==> src/rtl/cpfm_pkg.sv <==
package cpfm_pkg;

  localparam int TIMER_BITS   = 16;
  localparam int CFG_W        = 16;
  localparam int CFG_IDX_W    = 1;
  localparam int FREQ_W       = 20;
  localparam int CNT_W        = $clog2(FREQ_W);
  localparam int DEF_CHANNELS = 2;

  localparam logic [CFG_W-1:0] REF_CLOCK_RST  = 16'd32768;
  localparam logic [CFG_W-1:0] MAX_PERIOD_RST = 16'd32768;

  localparam logic [CFG_IDX_W-1:0] REG_REF_CLOCK  = 1'b0;
  localparam logic [CFG_IDX_W-1:0] REG_MAX_PERIOD = 1'b1;

  typedef enum logic [1:0] {
    ST_IDLE,
    ST_PREP,
    ST_DIV,
    ST_DONE
  } state_t;

  typedef struct packed {
    logic load;
    logic prep;
    logic step;
    logic publish;
  } dp_cmd_t;

  typedef struct packed {
    logic item_ok;
    logic meas_ok;
    logic div_last;
    logic out_busy;
  } dp_status_t;

endpackage

==> src/rtl/cpfm_if.sv <==
interface cpfm_in_if import cpfm_pkg::*; ();
  logic                  valid;
  logic                  ready;
  logic                  channel;
  logic [TIMER_BITS-1:0] timestamp;

  modport source(output valid, channel, timestamp, input ready);
  modport sink(input valid, channel, timestamp, output ready);
endinterface

interface cpfm_out_if import cpfm_pkg::*; ();
  logic                  valid;
  logic                  ready;
  logic                  out_channel;
  logic [TIMER_BITS-1:0] period_ticks;
  logic [FREQ_W-1:0]     freq_tenths;
  logic                  valid_res;

  modport source(output valid, out_channel, period_ticks, freq_tenths, valid_res, input ready);
  modport sink(input valid, out_channel, period_ticks, freq_tenths, valid_res, output ready);
endinterface

==> src/rtl/cpfm_ctrl.sv <==
module cpfm_ctrl import cpfm_pkg::*; (
  input  logic       clk,
  input  logic       rst,
  input  logic       in_valid,
  output logic       in_ready,
  input  dp_status_t status,
  output dp_cmd_t    cmd
);

  state_t state;
  state_t state_next;

  always_ff @(posedge clk) begin
    if (rst) begin
      state <= ST_IDLE;
    end else begin
      state <= state_next;
    end
  end

  always_comb begin
    state_next = state;
    case (state)
      ST_IDLE: begin
        if (in_valid && status.item_ok) state_next = ST_PREP;
      end
      ST_PREP: begin
        state_next = status.meas_ok ? ST_DIV : ST_DONE;
      end
      ST_DIV: begin
        if (status.div_last) state_next = ST_DONE;
      end
      ST_DONE: begin
        if (!status.out_busy) state_next = ST_IDLE;
      end
      default: state_next = ST_IDLE;
    endcase
  end

  always_comb begin
    in_ready    = 1'b0;
    cmd         = '0;
    case (state)
      ST_IDLE: begin
        in_ready = 1'b1;
        cmd.load = in_valid && status.item_ok;
      end
      ST_PREP: cmd.prep = 1'b1;
      ST_DIV:  cmd.step = 1'b1;
      ST_DONE: cmd.publish = !status.out_busy;
      default: ;
    endcase
  end

  a_publish_after_work: assert property (@(posedge clk) disable iff (rst)
    cmd.publish |-> ($past(state) == ST_DONE || $past(state) == ST_DIV
                     || $past(state) == ST_PREP))
    else $error("publish without a finished measurement");

  a_div_ends: assert property (@(posedge clk) disable iff (rst)
    (state == ST_DIV && status.div_last) |=> state == ST_DONE)
    else $error("divider did not hand off");

  a_load_only_idle: assert property (@(posedge clk) disable iff (rst)
    cmd.load |=> state == ST_PREP)
    else $error("load did not start a measurement");

endmodule

==> src/rtl/cpfm_datapath.sv <==
module cpfm_datapath import cpfm_pkg::*; #(
  parameter int CHANNELS = DEF_CHANNELS
) (
  input  logic                  clk,
  input  logic                  rst,
  input  logic                  channel,
  input  logic [TIMER_BITS-1:0] timestamp,
  input  logic                  cfg_we,
  input  logic [CFG_IDX_W-1:0]  cfg_index,
  input  logic [CFG_W-1:0]      cfg_data,
  input  dp_cmd_t               cmd,
  output dp_status_t            status,
  cpfm_out_if.source            meas_out
);

  logic [CFG_W-1:0]      ref_clock_hz;
  logic [CFG_W-1:0]      max_period;
  logic [TIMER_BITS-1:0] last_stamp [CHANNELS];
  logic [TIMER_BITS-1:0] prev_stamp;
  logic                  ch;
  logic [TIMER_BITS-1:0] period;
  logic                  meas_valid;
  logic [FREQ_W-1:0]     quo;
  logic [TIMER_BITS-1:0] rem;
  logic [CNT_W-1:0]      cnt;
  logic [TIMER_BITS:0]   rem_shift;
  logic [TIMER_BITS:0]   diff;
  logic                  ge;
  logic                  out_valid;

  always_ff @(posedge clk) begin
    if (rst) begin
      ref_clock_hz <= REF_CLOCK_RST;
      max_period   <= MAX_PERIOD_RST;
    end else if (cfg_we) begin
      case (cfg_index)
        REG_REF_CLOCK:  ref_clock_hz <= cfg_data;
        REG_MAX_PERIOD: max_period   <= cfg_data;
        default: ;
      endcase
    end
  end

  for (genvar i = 0; i < CHANNELS; i++) begin : g_stamp
    always_ff @(posedge clk) begin
      if (rst) begin
        last_stamp[i] <= '0;
      end else if (cmd.load && int'(channel) == i) begin
        last_stamp[i] <= timestamp;
      end
    end
  end

  always_comb begin
    prev_stamp = '0;
    for (int i = 0; i < CHANNELS; i++) begin
      if (int'(channel) == i) prev_stamp = last_stamp[i];
    end
  end

  // one restoring division step per cycle
  assign rem_shift = {rem, quo[FREQ_W-1]};
  assign diff      = rem_shift - {1'b0, period};
  assign ge        = rem_shift >= {1'b0, period};

  always_ff @(posedge clk) begin
    if (cmd.load) begin
      ch     <= channel;
      period <= timestamp - prev_stamp;
    end
    if (cmd.prep) begin
      meas_valid <= status.meas_ok;
      quo        <= (FREQ_W'(ref_clock_hz) << 3) + (FREQ_W'(ref_clock_hz) << 1);
      rem        <= '0;
      cnt        <= '0;
    end else if (cmd.step) begin
      quo <= {quo[FREQ_W-2:0], ge};
      rem <= ge ? diff[TIMER_BITS-1:0] : rem_shift[TIMER_BITS-1:0];
      cnt <= cnt + 1'b1;
    end
  end

  always_ff @(posedge clk) begin
    if (rst) begin
      out_valid <= 1'b0;
    end else if (cmd.publish) begin
      out_valid <= 1'b1;
    end else if (meas_out.ready) begin
      out_valid <= 1'b0;
    end
  end

  always_ff @(posedge clk) begin
    if (cmd.publish) begin
      meas_out.out_channel  <= ch;
      meas_out.period_ticks <= period;
      meas_out.freq_tenths  <= meas_valid ? quo : '0;
      meas_out.valid_res    <= meas_valid;
    end
  end

  assign meas_out.valid = out_valid;

  assign status.item_ok  = int'(channel) < CHANNELS;
  assign status.meas_ok  = (period != '0) && (period <= max_period);
  assign status.div_last = cnt == CNT_W'(FREQ_W - 1);
  assign status.out_busy = out_valid && !meas_out.ready;

  a_publish_shows: assert property (@(posedge clk) disable iff (rst)
    cmd.publish |=> out_valid)
    else $error("result not presented after publish");

  a_invalid_zero: assert property (@(posedge clk) disable iff (rst)
    (out_valid && !meas_out.valid_res) |-> meas_out.freq_tenths == '0)
    else $error("invalid measurement with nonzero frequency");

  a_valid_period: assert property (@(posedge clk) disable iff (rst)
    (out_valid && meas_out.valid_res) |-> meas_out.period_ticks != '0)
    else $error("valid measurement with zero period");

endmodule

==> src/rtl/capture_period_frequency_meter_core.sv <==
// an input transaction with an in-range period passes through a setup state, 20 steps
// of the bit-serial divider and an output load, which waits while the last result is not taken
// an out-of-range or zero period skips the divider
// the shared divider takes no new transaction until the previous result is loaded to the output
// reset (synchronous, active high) zeroes the per-channel stamps and loads the registers
module capture_period_frequency_meter_core import cpfm_pkg::*; #(
  parameter int CHANNELS = DEF_CHANNELS
) (
  input  logic                 clk,
  input  logic                 rst,
  cpfm_in_if.sink              meas_in,
  cpfm_out_if.source           meas_out,
  input  logic                 cfg_we,
  input  logic [CFG_IDX_W-1:0] cfg_index,
  input  logic [CFG_W-1:0]     cfg_data
);

  dp_cmd_t    cmd;
  dp_status_t status;

  cpfm_ctrl u_ctrl (
    .clk      (clk),
    .rst      (rst),
    .in_valid (meas_in.valid),
    .in_ready (meas_in.ready),
    .status   (status),
    .cmd      (cmd)
  );

  cpfm_datapath #(
    .CHANNELS (CHANNELS)
  ) u_datapath (
    .clk       (clk),
    .rst       (rst),
    .channel   (meas_in.channel),
    .timestamp (meas_in.timestamp),
    .cfg_we    (cfg_we),
    .cfg_index (cfg_index),
    .cfg_data  (cfg_data),
    .cmd       (cmd),
    .status    (status),
    .meas_out  (meas_out)
  );

endmodule
==> src/flat_wrapper.sv <==
// flat-port wrapper written by rule: the top's interface ports become plain ports
module capture_period_frequency_meter_core_flat import cpfm_pkg::*;
#(
  parameter int CHANNELS = DEF_CHANNELS
)
  (clk, rst, cfg_we, cfg_index, cfg_data, meas_in_valid, meas_in_channel, meas_in_timestamp, meas_in_ready, meas_out_valid, meas_out_out_channel, meas_out_period_ticks, meas_out_freq_tenths, meas_out_valid_res, meas_out_ready);
  cpfm_in_if meas_in_i ();
  cpfm_out_if meas_out_i ();
  input  logic clk;
  input  logic rst;
  input  logic cfg_we;
  input  logic [CFG_IDX_W-1:0] cfg_index;
  input  logic [CFG_W-1:0] cfg_data;
  input wire logic [$bits(meas_in_i.valid)-1:0] meas_in_valid;
  input wire logic [$bits(meas_in_i.channel)-1:0] meas_in_channel;
  input wire logic [$bits(meas_in_i.timestamp)-1:0] meas_in_timestamp;
  output wire logic [$bits(meas_in_i.ready)-1:0] meas_in_ready;
  output wire logic [$bits(meas_out_i.valid)-1:0] meas_out_valid;
  output wire logic [$bits(meas_out_i.out_channel)-1:0] meas_out_out_channel;
  output wire logic [$bits(meas_out_i.period_ticks)-1:0] meas_out_period_ticks;
  output wire logic [$bits(meas_out_i.freq_tenths)-1:0] meas_out_freq_tenths;
  output wire logic [$bits(meas_out_i.valid_res)-1:0] meas_out_valid_res;
  input wire logic [$bits(meas_out_i.ready)-1:0] meas_out_ready;
  assign meas_in_i.valid = meas_in_valid;
  assign meas_in_i.channel = meas_in_channel;
  assign meas_in_i.timestamp = meas_in_timestamp;
  assign meas_in_ready = meas_in_i.ready;
  assign meas_out_valid = meas_out_i.valid;
  assign meas_out_out_channel = meas_out_i.out_channel;
  assign meas_out_period_ticks = meas_out_i.period_ticks;
  assign meas_out_freq_tenths = meas_out_i.freq_tenths;
  assign meas_out_valid_res = meas_out_i.valid_res;
  assign meas_out_i.ready = meas_out_ready;
  capture_period_frequency_meter_core #(.CHANNELS(CHANNELS)) u_core (.clk(clk), .rst(rst), .meas_in(meas_in_i), .meas_out(meas_out_i), .cfg_we(cfg_we), .cfg_index(cfg_index), .cfg_data(cfg_data));
endmodule
==> config.mk <==
export PLATFORM = sky130hd
export DESIGN_NAME = capture_period_frequency_meter_core_flat
export DESIGN_NICKNAME = d
export VERILOG_FILES = /design/src/rtl/cpfm_pkg.sv /design/src/rtl/cpfm_if.sv /design/src/rtl/cpfm_ctrl.sv /design/src/rtl/cpfm_datapath.sv /design/src/rtl/capture_period_frequency_meter_core.sv /design/src/flat_wrapper.sv
export SDC_FILE = /design/constraint.sdc
export NUM_CORES = 1
export LEC_CHECK = 0
export ABC_AREA = 1
export BUFFER_PORTS_ARGS = -buffer_cell sky130_fd_sc_hd__buf_4
export CAP_MARGIN = 5
export CORE_MARGIN = 3
export CORE_UTILIZATION = 54
export CTS_CLUSTER_SIZE = 16
export DETAILED_ROUTE_END_ITERATION = 7
export PLACE_DENSITY = 0.75
export SYNTH_ARGS = -nofsm -noshare
export SYNTH_HDL_FRONTEND = slang
export SYNTH_SLANG_ARGS = --single-unit
==> constraint.sdc <==
create_clock -name clk -period 3.1 [get_ports clk]
set_clock_uncertainty 0.15 [all_clocks]
set_input_delay 0.62 -clock clk [delete_from_list [all_inputs] [get_ports clk]]
set_output_delay 0.62 -clock clk [all_outputs]
set_load 0.05 [all_outputs]
==> flow_metrics.env, run 1 <==
export IMPL_cts_max_level=4
export IMPL_critPathSlowestCell="fa_1"
export IMPL_synthCells=1009
export IMPL_vdd_ir_drop_max_uv=566
export IMPL_power_mw=8.55
export IMPL_syn_area_um2=8970
export IMPL_vias_per_cell=5.28
export IMPL_placed_cell_area_um2=9830
export IMPL_dp_hpwl_um=14500
export IMPL_setup_viol=0
export IMPL_synth_net_count=1117
export IMPL_crit_path_max_fanout=5
export IMPL_synthTopCellsByCount="nand2_1, inv_1, edfxtp_1, nor2_1, a21oi_1"
export IMPL_finalSetupTns_ps=0
export IMPL_critical_path_max_stage_delay_ps=460
export IMPL_max_freq_mhz=392
export IMPL_diodes=0
export IMPL_path_cells="buf_4 -> inv_1 -> or2_2 -> o21ai_0 -> inv_1 -> fa_1 -> o21ai_1 -> a21oi_1 -> o21a_1 -> o21bai_1 -> xor2_1"
export IMPL_arrival_ps=2580
export IMPL_syn_to_final_growth_pct=15.9
export IMPL_netlist_top_cell_by_area="edfxtp_1"
export IMPL_grt_setup_unrepaired="false"
export IMPL_start_kind="input port"
export IMPL_antenna_found_initial=0
export IMPL_ys_ff_latch=164
export IMPL_cts_buffers_inserted=17
export IMPL_die_width_um=135
export IMPL_synth_async_reset_ratio=0
export IMPL_drt_total_wl_um=19600
export IMPL_ios=79
export IMPL_cts_setup_buffers=0
export IMPL_first_pass_iters=7
export IMPL_dieHeight_um=135
export IMPL_timing_critical_path_mode_cell="inv_1"
export IMPL_synth_edff_count=108
export IMPL_multi_input_area_um2=4040
export IMPL_fin_hold_ws_ps=251
export IMPL_crit_path_end_kind="flop"
export IMPL_die_area_um2=18200
export IMPL_ant_nets=0
export IMPL_grt_overflow=0
export IMPL_path_clk_slew_ps=70
export IMPL_relSlewSlack=0.423
export IMPL_min_period_ps=2550
export IMPL_hold_viol_final=0
export IMPL_synth_top_area_frac=0.361
export IMPL_drive_gt1_frac=0.131
export IMPL_core_um2=16100
export IMPL_drv_slew=0
export IMPL_utilization=0.647
export IMPL_critPathRequiredTime_ps=3130
export IMPL_cp_num_buf_inv=3
export IMPL_track_usage=0.223
export IMPL_clock_latency_ps=430
export IMPL_outcome="completed"
export IMPL_grt_pass1_wl_um=32200
export IMPL_num_rows=46
export IMPL_yosysMostFrequentCell="nand2_1"
export IMPL_cts_root_buf="clkbuf_16"
export IMPL_post_route_period_util=0.823
export IMPL_yosysUniqueCellTypes=43
export IMPL_cap_violations=0
export IMPL_yosysWarnings=0
export IMPL_num_nets_final=1204
export IMPL_place_congestion=0.899
export IMPL_hp_class="in -> reg"
export IMPL_drtIter0Drc=612
export IMPL_power_density_nw_per_um2=822
export IMPL_tightest_slew_ps=866
export IMPL_portBuffers=78
export IMPL_drc=0
export IMPL_final_cell_area_um2=10400
export IMPL_clockBufferDepth=2
export IMPL_wl_per_cell_um=14.8
export IMPL_cts_sinks=164
export IMPL_synth_flop_cell="edfxtp_1"
export IMPL_cts_tree="yes"
export IMPL_synthTopCellsByArea="edfxtp_1, dfxtp_1, ha_1, nand2_1, inv_1"
export IMPL_ys_seq_area_frac=0.486
export IMPL_num_vias=6990
export IMPL_start_util=0.559
export IMPL_worstSetupPathType="in -> reg"
export IMPL_postCtsHoldBufs=0
export IMPL_p_leak_nw=4.81
export IMPL_grt_pass1_vias=6453
export IMPL_ff_latch_area_um2=4360
export IMPL_n_fill_cell=1311
export IMPL_post_cts_resize_count=0
export IMPL_grt_start_max_net_pins=39
export IMPL_crit_family="compound AO/OA/AOI/OAI gates"
export IMPL_syn_avg_cell_area_um2=8.89
## metrics by stage
stage	cells	setup slack (ps)
6_report	1325	548
5_1_grt	1325	427
4_1_cts	1325	553
3_5_place_dp	1293	106
3_3_place_gp	1293	189
2_1_floorplan	1009	89.1
## registers in the layout, indices dropped and copies added, names as in the netlist
signal	count
u_core.u_datapath.ch	1
u_core.u_datapath.meas_out.freq_tenths	20
u_core.u_datapath.ref_clock_hz	16
u_core.u_datapath.meas_out.period_ticks	16
u_core.u_datapath.meas_valid	1
u_core.u_datapath.period	16
u_core.u_ctrl.state	2
u_core.u_datapath.meas_out.valid	1
u_core.u_datapath.meas_out.valid_res	1
u_core.u_datapath.rem	16
u_core.u_datapath.quo	20
u_core.u_datapath.last_stamp	32
u_core.u_datapath.meas_out.out_channel	1
u_core.u_datapath.cnt	5
u_core.u_datapath.max_period	16
## layout by cell type (no fill, tap or decap), types with 5 or more instances in the layout
cell,Yosys,final
nand2_1,210,210
inv_1,114,114
edfxtp_1,108,108
nor2_1,105,105
buf_4,2,94
a21oi_1,80,79
ha_1,66,66
o21ai_0,58,56
dfxtp_1,56,56
nand3_1,45,45
nand3b_1,22,22
xnor2_1,19,19
clkbuf_16,0,17
mux2i_1,13,13
xor2_1,12,12
o21ai_1,8,10
a21o_1,8,8
nor3_1,6,6
a31oi_1,6,6
nand4_1,5,5
nor4_1,5,5
nand2_2,5,5
inv_8,0,5
## cells by family after synthesis
family	count (synthesis)	share of synthesized area
simple gates	411	0.199
compound gates	175	0.107
flops	164	0.486
buf+inv	146	0.0646
fa+ha+maj	69	0.0987
xor+xnor	31	0.0303
mux	13	0.0145
## per-layer routing
| layer | global-route usage | wire length (um) |
|---|---|---|
| met2 | 0.347 | 8850 |
| met5 | 0 | 0 |
| met4 | 0.0701 | 359 |
| met1 | 0.320 | 9380 |
| met3 | 0.0399 | 1020 |
## path summary, 6_finish.rpt
check,startpoint,to,slack (ps),depth (start not counted)
worst max-delay path,meas_in_channel,u_core.u_datapath.period[12]$_DFFE_PP_,550,11
worst min-delay path,rst,u_core.u_ctrl.state[0]$_SDFFE_PP0P_,250,2
worst max register to register,u_core.u_datapath.ref_clock_hz[0]$_SDFFE_PP0P_,u_core.u_datapath.quo[13]$_DFFE_PP_,550,9
worst min register to register,u_core.u_datapath.ch$_DFFE_PP_,u_core.u_datapath.meas_out.out_channel$_DFFE_PP_,280,0
## cell type report
class                   count  area share
clock inverters            15      0.0135
clock buffers              17      0.0409
well taps                 216      0.0260
multi-input cells         699       0.389
repair buffers             94      0.0679
inverters                 120      0.0433
flip-flops and latches    164       0.420
## report_power, final
part | switching [mW] | internal (mW) | leakage [nW]
sequential | 0.359 | 3.04 | 1.51
clock | 0.962 | 1.06 | 0.273
combinational | 2.00 | 1.12 | 3.03
No activity file was read; power rests on OpenSTA's default activity.
==> run 2: changes to the inputs <==
CORE_UTILIZATION = 55   (was 54)
PLACE_DENSITY = 0.73   (was 0.75)
clock period = 2.4 ns   (was 3.1 ns; I/O delays follow)
==> flow_metrics.env, run 2 (synthesis gave the netlist of run 1 again) <==
export IMPL_outcome="completed"
export IMPL_clockBufferDepth=2
export IMPL_wl_per_cell_um=14.5
export IMPL_start_kind="flop"
export IMPL_place_congestion=0.927
export IMPL_drt_total_wl_um=20100
export IMPL_power_mw=11.7
export IMPL_drc=0
export IMPL_path_clk_slew_ps=70
export IMPL_cap_violations=0
export IMPL_power_density_nw_per_um2=1070
export IMPL_post_route_period_util=0.951
export IMPL_diodes=0
export IMPL_cts_tree="yes"
export IMPL_portBuffers=78
export IMPL_drive_gt1_frac=0.186
export IMPL_reg_top3="u_core.u_datapath.last_stamp x32, u_core.u_datapath.meas_out.freq_tenths x20, u_core.u_datapath.quo x20"
export IMPL_timing_final_ws_setup_ps=118
export IMPL_cts_buffers_inserted=17
export IMPL_cts_max_level=4
export IMPL_grt_overflow=0
export IMPL_cts_root_buf="clkbuf_16"
export IMPL_crit_path_end_kind="flop"
export IMPL_rr_endpoint="u_core.u_datapath.period[12]$_DFFE_PP_"
export IMPL_largest_register_ffs=32
export IMPL_first_pass_iters=6
export IMPL_holdPathEnd="u_core.u_datapath.meas_out.valid$_SDFFE_PP0P_"
export IMPL_dr_wl_met2_um=9390
export IMPL_tightest_slew_ps=813
export IMPL_max_freq_mhz=438
export IMPL_setup_viol=0
export IMPL_worstSetupPathType="reg -> reg"
export IMPL_hp_class="in -> reg"
export IMPL_place_ws_ps=-183
export IMPL_dp_hpwl_um=15100
export IMPL_die_width_um=134
export IMPL_clock_latency_ps=430
export IMPL_mostFrequentLayoutCells="nand2_1, buf_4, inv_1"
export IMPL_stdcell_count=1385
export IMPL_min_from="rst"
export IMPL_arrival_ps=2310
export IMPL_core_um2=15900
export IMPL_antenna_found_initial=0
export IMPL_ant_nets=0
export IMPL_syn_to_final_growth_pct=22.0
export IMPL_r2r_start="u_core.u_datapath.last_stamp[1][1]$_SDFFCE_PN0P_"
export IMPL_vdd_ir_drop_max_uv=611
export IMPL_p_leak_nw=5.12
export IMPL_vias_per_cell=5.25
export IMPL_grt_start_max_net_pins=39
export IMPL_n_fill_cell=1268
export IMPL_grt_pass1_vias=6882
export IMPL_regMostFlops="u_core.u_datapath.last_stamp"
export IMPL_drtIter0Drc=543
export IMPL_ios=79
export IMPL_relSlewSlack=0.457
export IMPL_placed_cell_area_um2=10300
export IMPL_num_rows=46
export IMPL_start_util=0.563
export IMPL_final_cell_area_um2=10900
export IMPL_r2r_cells=9
export IMPL_min_period_ps=2280
export IMPL_final_common_cell="nand2_1"
export IMPL_num_vias=7268
export IMPL_reg2reg_setup_slack_ps=120
export IMPL_hold_path_cell_count=2
export IMPL_crit_path_max_fanout=3
export IMPL_dr_wl_met3_um=1140
export IMPL_hold_viol_final=0
export IMPL_critPathRequiredTime_ps=2430
export IMPL_m1WireLength_um=9140
export IMPL_dieHeight_um=134
export IMPL_die_area_um2=17900
export IMPL_cts_sinks=164
export IMPL_num_nets_final=1264
export IMPL_highest_layer="met4"
export IMPL_placedCellCount=1348
export IMPL_utilization=0.687
export IMPL_track_usage=0.236
export IMPL_grt_pass1_wl_um=33600
export IMPL_drv_slew=0
export IMPL_grt_setup_unrepaired="false"
==> run 2: cell type report <==
cell class	instances	area (um2)	share of cell area
Clock buffer	18	429	0.0392
Clock inverter	14	188	0.0171
Inverter	120	450	0.0411
Multi-Input combinational cell	699	4090	0.374
Sequential cell	164	4360	0.399
Tap cell	216	270	0.0247
Timing Repair Buffer	154	1160	0.106
==> run 2: worst max-delay path by stage <==
stage / slack [ps] / startpoint / cells past startpoint / end
after floorplan: -400 / u_core.u_ctrl.state[0]$_SDFFE_PP0P_ / 4 / u_core.u_datapath.last_stamp[0][0]$_SDFFCE_PN0P_
after global placement: -150 / meas_in_channel / 11 / u_core.u_datapath.period[12]$_DFFE_PP_
after detailed placement: -180 / meas_in_channel / 11 / u_core.u_datapath.period[12]$_DFFE_PP_
after CTS: 20 / u_core.u_datapath.period[0]$_DFFE_PP_ / 12 / u_core.u_datapath.rem[10]$_SDFFE_PP0N_
after global routing: 3 / u_core.u_datapath.period[1]$_DFFE_PP_ / 13 / u_core.u_datapath.rem[12]$_SDFFE_PP0N_
final: 120 / u_core.u_datapath.last_stamp[1][1]$_SDFFCE_PN0P_ / 9 / u_core.u_datapath.period[12]$_DFFE_PP_
==> run 2: timing repair <==
action	4_1_cts	5_1_grt
hold buffers	0	0
endpoints found under the setup margin	1	8
gates resized for setup	1	9
pin swaps	0	4
setup buffers	1	4
==> run 2: power by group <==
part,internal [mW],total (mW),switching (mW)
clock network,1.67,2.88,1.20
registers,3.92,4.32,0.402
logic,1.74,4.48,2.74
==> run 2: metrics by stage <==
stage	hold slack (ps)	TNS, ps
3_5_place_dp	261	-921
5_1_grt	82.3	0
4_1_cts	65.0	0
6_report	86.1	0
3_3_place_gp	256	-605
2_1_floorplan	250	-12970
==> run 2: worst max-delay path: stages, from the launching register on <==
cell and delay (ps):
edfxtp_1 370, or2_2 310, o21ai_2 70, inv_1 70
fa_2 370, o21ai_2 170, a21oi_2 80, o21a_1 200
o21bai_1 170, xor2_1 80
==> run 2: routing by layer <==
| metal | GRT usage | vias up |
|---|---|---|
| met1 | 0.326 | 3321 |
| li1 | - | 3694 |
| met3 | 0.0446 | 34 |
| met4 | 0.0823 | 0 |
| met5 | 0 | - |
| met2 | 0.375 | 219 |
==> run 3: changes to the inputs <==
HOLD_SLACK_MARGIN = 0.15   (was not set)
==> flow_metrics.env, run 3 (synthesis gave the netlist of run 1 again) <==
export IMPL_diodes=0
export IMPL_largest_register_ffs=32
export IMPL_portBuffers=78
export IMPL_worstSetupEndpoint="u_core.u_datapath.period[12]$_DFFE_PP_"
export IMPL_grt_start_max_net_pins=39
export IMPL_drtIter0Drc=577
export IMPL_mostFrequentLayoutCells="nand2_1, buf_4, inv_1"
export IMPL_path_clk_slew_ps=70
export IMPL_wl_per_cell_um=14.5
export IMPL_cap_violations=0
export IMPL_num_nets_final=1278
export IMPL_tightest_slew_ps=827
export IMPL_clock_latency_ps=430
export IMPL_num_rows=46
export IMPL_critPathRequiredTime_ps=2420
export IMPL_reg2reg_setup_slack_ps=120
export IMPL_outcome="completed"
export IMPL_dp_hpwl_um=15100
export IMPL_power_density_nw_per_um2=1050
export IMPL_dieHeight_um=134
export IMPL_cts_buffers_inserted=17
export IMPL_power_mw=11.7
export IMPL_cts_max_level=4
export IMPL_place_ws_ps=-183
export IMPL_timing_final_ws_setup_ps=115
export IMPL_dr_wl_met3_um=1070
export IMPL_grt_pass1_vias=6940
export IMPL_worstSetupPathType="reg -> reg"
export IMPL_first_pass_iters=5
export IMPL_fin_hold_ws_ps=164
export IMPL_drive_gt1_frac=0.183
export IMPL_m1WireLength_um=9260
export IMPL_ant_nets=0
export IMPL_drv_slew=0
export IMPL_rr_endpoint="u_core.u_datapath.period[12]$_DFFE_PP_"
export IMPL_grt_overflow=0
export IMPL_relSlewSlack=0.448
export IMPL_vdd_ir_drop_max_uv=609
export IMPL_clockBufferDepth=2
export IMPL_reg_top3="u_core.u_datapath.last_stamp x32, u_core.u_datapath.meas_out.freq_tenths x20, u_core.u_datapath.quo x20"
export IMPL_dr_wl_met2_um=9510
export IMPL_core_um2=15900
export IMPL_cts_sinks=164
export IMPL_drc=0
export IMPL_die_width_um=134
export IMPL_hold_path_cell_count=3
export IMPL_hold_viol_final=0
export IMPL_crit_path_end_kind="flop"
export IMPL_drt_total_wl_um=20300
export IMPL_start_kind="flop"
export IMPL_utilization=0.696
export IMPL_die_area_um2=17900
export IMPL_arrival_ps=2310
export IMPL_n_fill_cell=1256
export IMPL_setup_viol=0
export IMPL_p_leak_nw=5.17
export IMPL_vias_per_cell=5.23
export IMPL_highest_layer="met4"
export IMPL_track_usage=0.237
export IMPL_grt_setup_unrepaired="false"
export IMPL_cts_root_buf="clkbuf_16"
export IMPL_start_util=0.563
export IMPL_syn_to_final_growth_pct=23.6
export IMPL_hp_class="in -> reg"
export IMPL_startpoint="u_core.u_datapath.last_stamp[1][1]$_SDFFCE_PN0P_"
export IMPL_r2r_cells=9
export IMPL_ios=79
export IMPL_min_period_ps=2280
export IMPL_antenna_found_initial=0
export IMPL_cts_tree="yes"
export IMPL_crit_path_max_fanout=3
export IMPL_post_route_period_util=0.952
export IMPL_grt_pass1_wl_um=33800
export IMPL_place_congestion=0.927
export IMPL_regMostFlops="u_core.u_datapath.last_stamp"
export IMPL_max_freq_mhz=438
export IMPL_final_common_cell="nand2_1"
export IMPL_num_vias=7320
export IMPL_r2r_start="u_core.u_datapath.last_stamp[1][1]$_SDFFCE_PN0P_"
## run 3: cell types whose count changed in the layout (fill, tap and decap cells not counted)
cell           previous run  this run
dlygate4sd3_1             0        14
## run 3: worst max-delay path, cell delays in order, from the launching register on
cell      delay [ps]
edfxtp_1         370
or2_2            310
o21ai_2           70
inv_1             70
fa_2             370
o21ai_2          170
a21oi_2           80
o21a_1           200
o21bai_1         170
xor2_1            80
## run 3: how the worst min path moves through the flow
stage / start / to / slack (ps)
global placement: u_core.u_datapath.ch$_DFFE_PP_ / u_core.u_datapath.meas_out.out_channel$_DFFE_PP_ / 260
floorplan: u_core.u_datapath.ch$_DFFE_PP_ / u_core.u_datapath.meas_out.out_channel$_DFFE_PP_ / 250
detailed placement: u_core.u_datapath.ch$_DFFE_PP_ / u_core.u_datapath.meas_out.out_channel$_DFFE_PP_ / 260
finish: cfg_data[0] / u_core.u_datapath.ref_clock_hz[0]$_SDFFE_PP0P_ / 160
global route: cfg_data[1] / u_core.u_datapath.ref_clock_hz[1]$_SDFFE_PP0P_ / 170
CTS: cfg_data[1] / u_core.u_datapath.ref_clock_hz[1]$_SDFFE_PP0P_ / 150
## run 3: layer usage
metal	GRT usage	up-vias
met5	0	-
met4	0.0823	0
met1	0.327	3351
met2	0.378	212
li1	-	3723
met3	0.0438	34
## run 3: cell type report
type / instances / area (um2) / share of cell area
sequential: 164 / 4360 / 0.394
timing repair buffer: 168 / 1300 / 0.117
multi-input combinational: 699 / 4090 / 0.369
inverter: 120 / 450 / 0.0406
tap: 216 / 270 / 0.0244
clock inverter: 14 / 188 / 0.0169
clock buffer: 18 / 429 / 0.0387
## run 3: timing repair
item                                    CTS  global route
gates resized for setup                   1             9
pin swaps                                 0             4
hold buffers                             14             0
endpoints found under the setup margin    1             8
hold endpoints to repair                 16             0
buffers inserted                          1             4
## run 3: per-stage QoR
step                      instance area (um2)  setup TNS, ps  instances
after global placement                  10300           -605       1348
final                                   11100              0       1399
after global routing                    11100              0       1399
after floorplan                          9020         -12970       1009
after CTS                               11000              0       1395
after detailed placement                10300           -921       1348
## run 3: power breakdown
group          switching, mW  internal (mW)
sequential             0.401           3.92
clock                   1.21           1.67
combinational           2.74           1.75
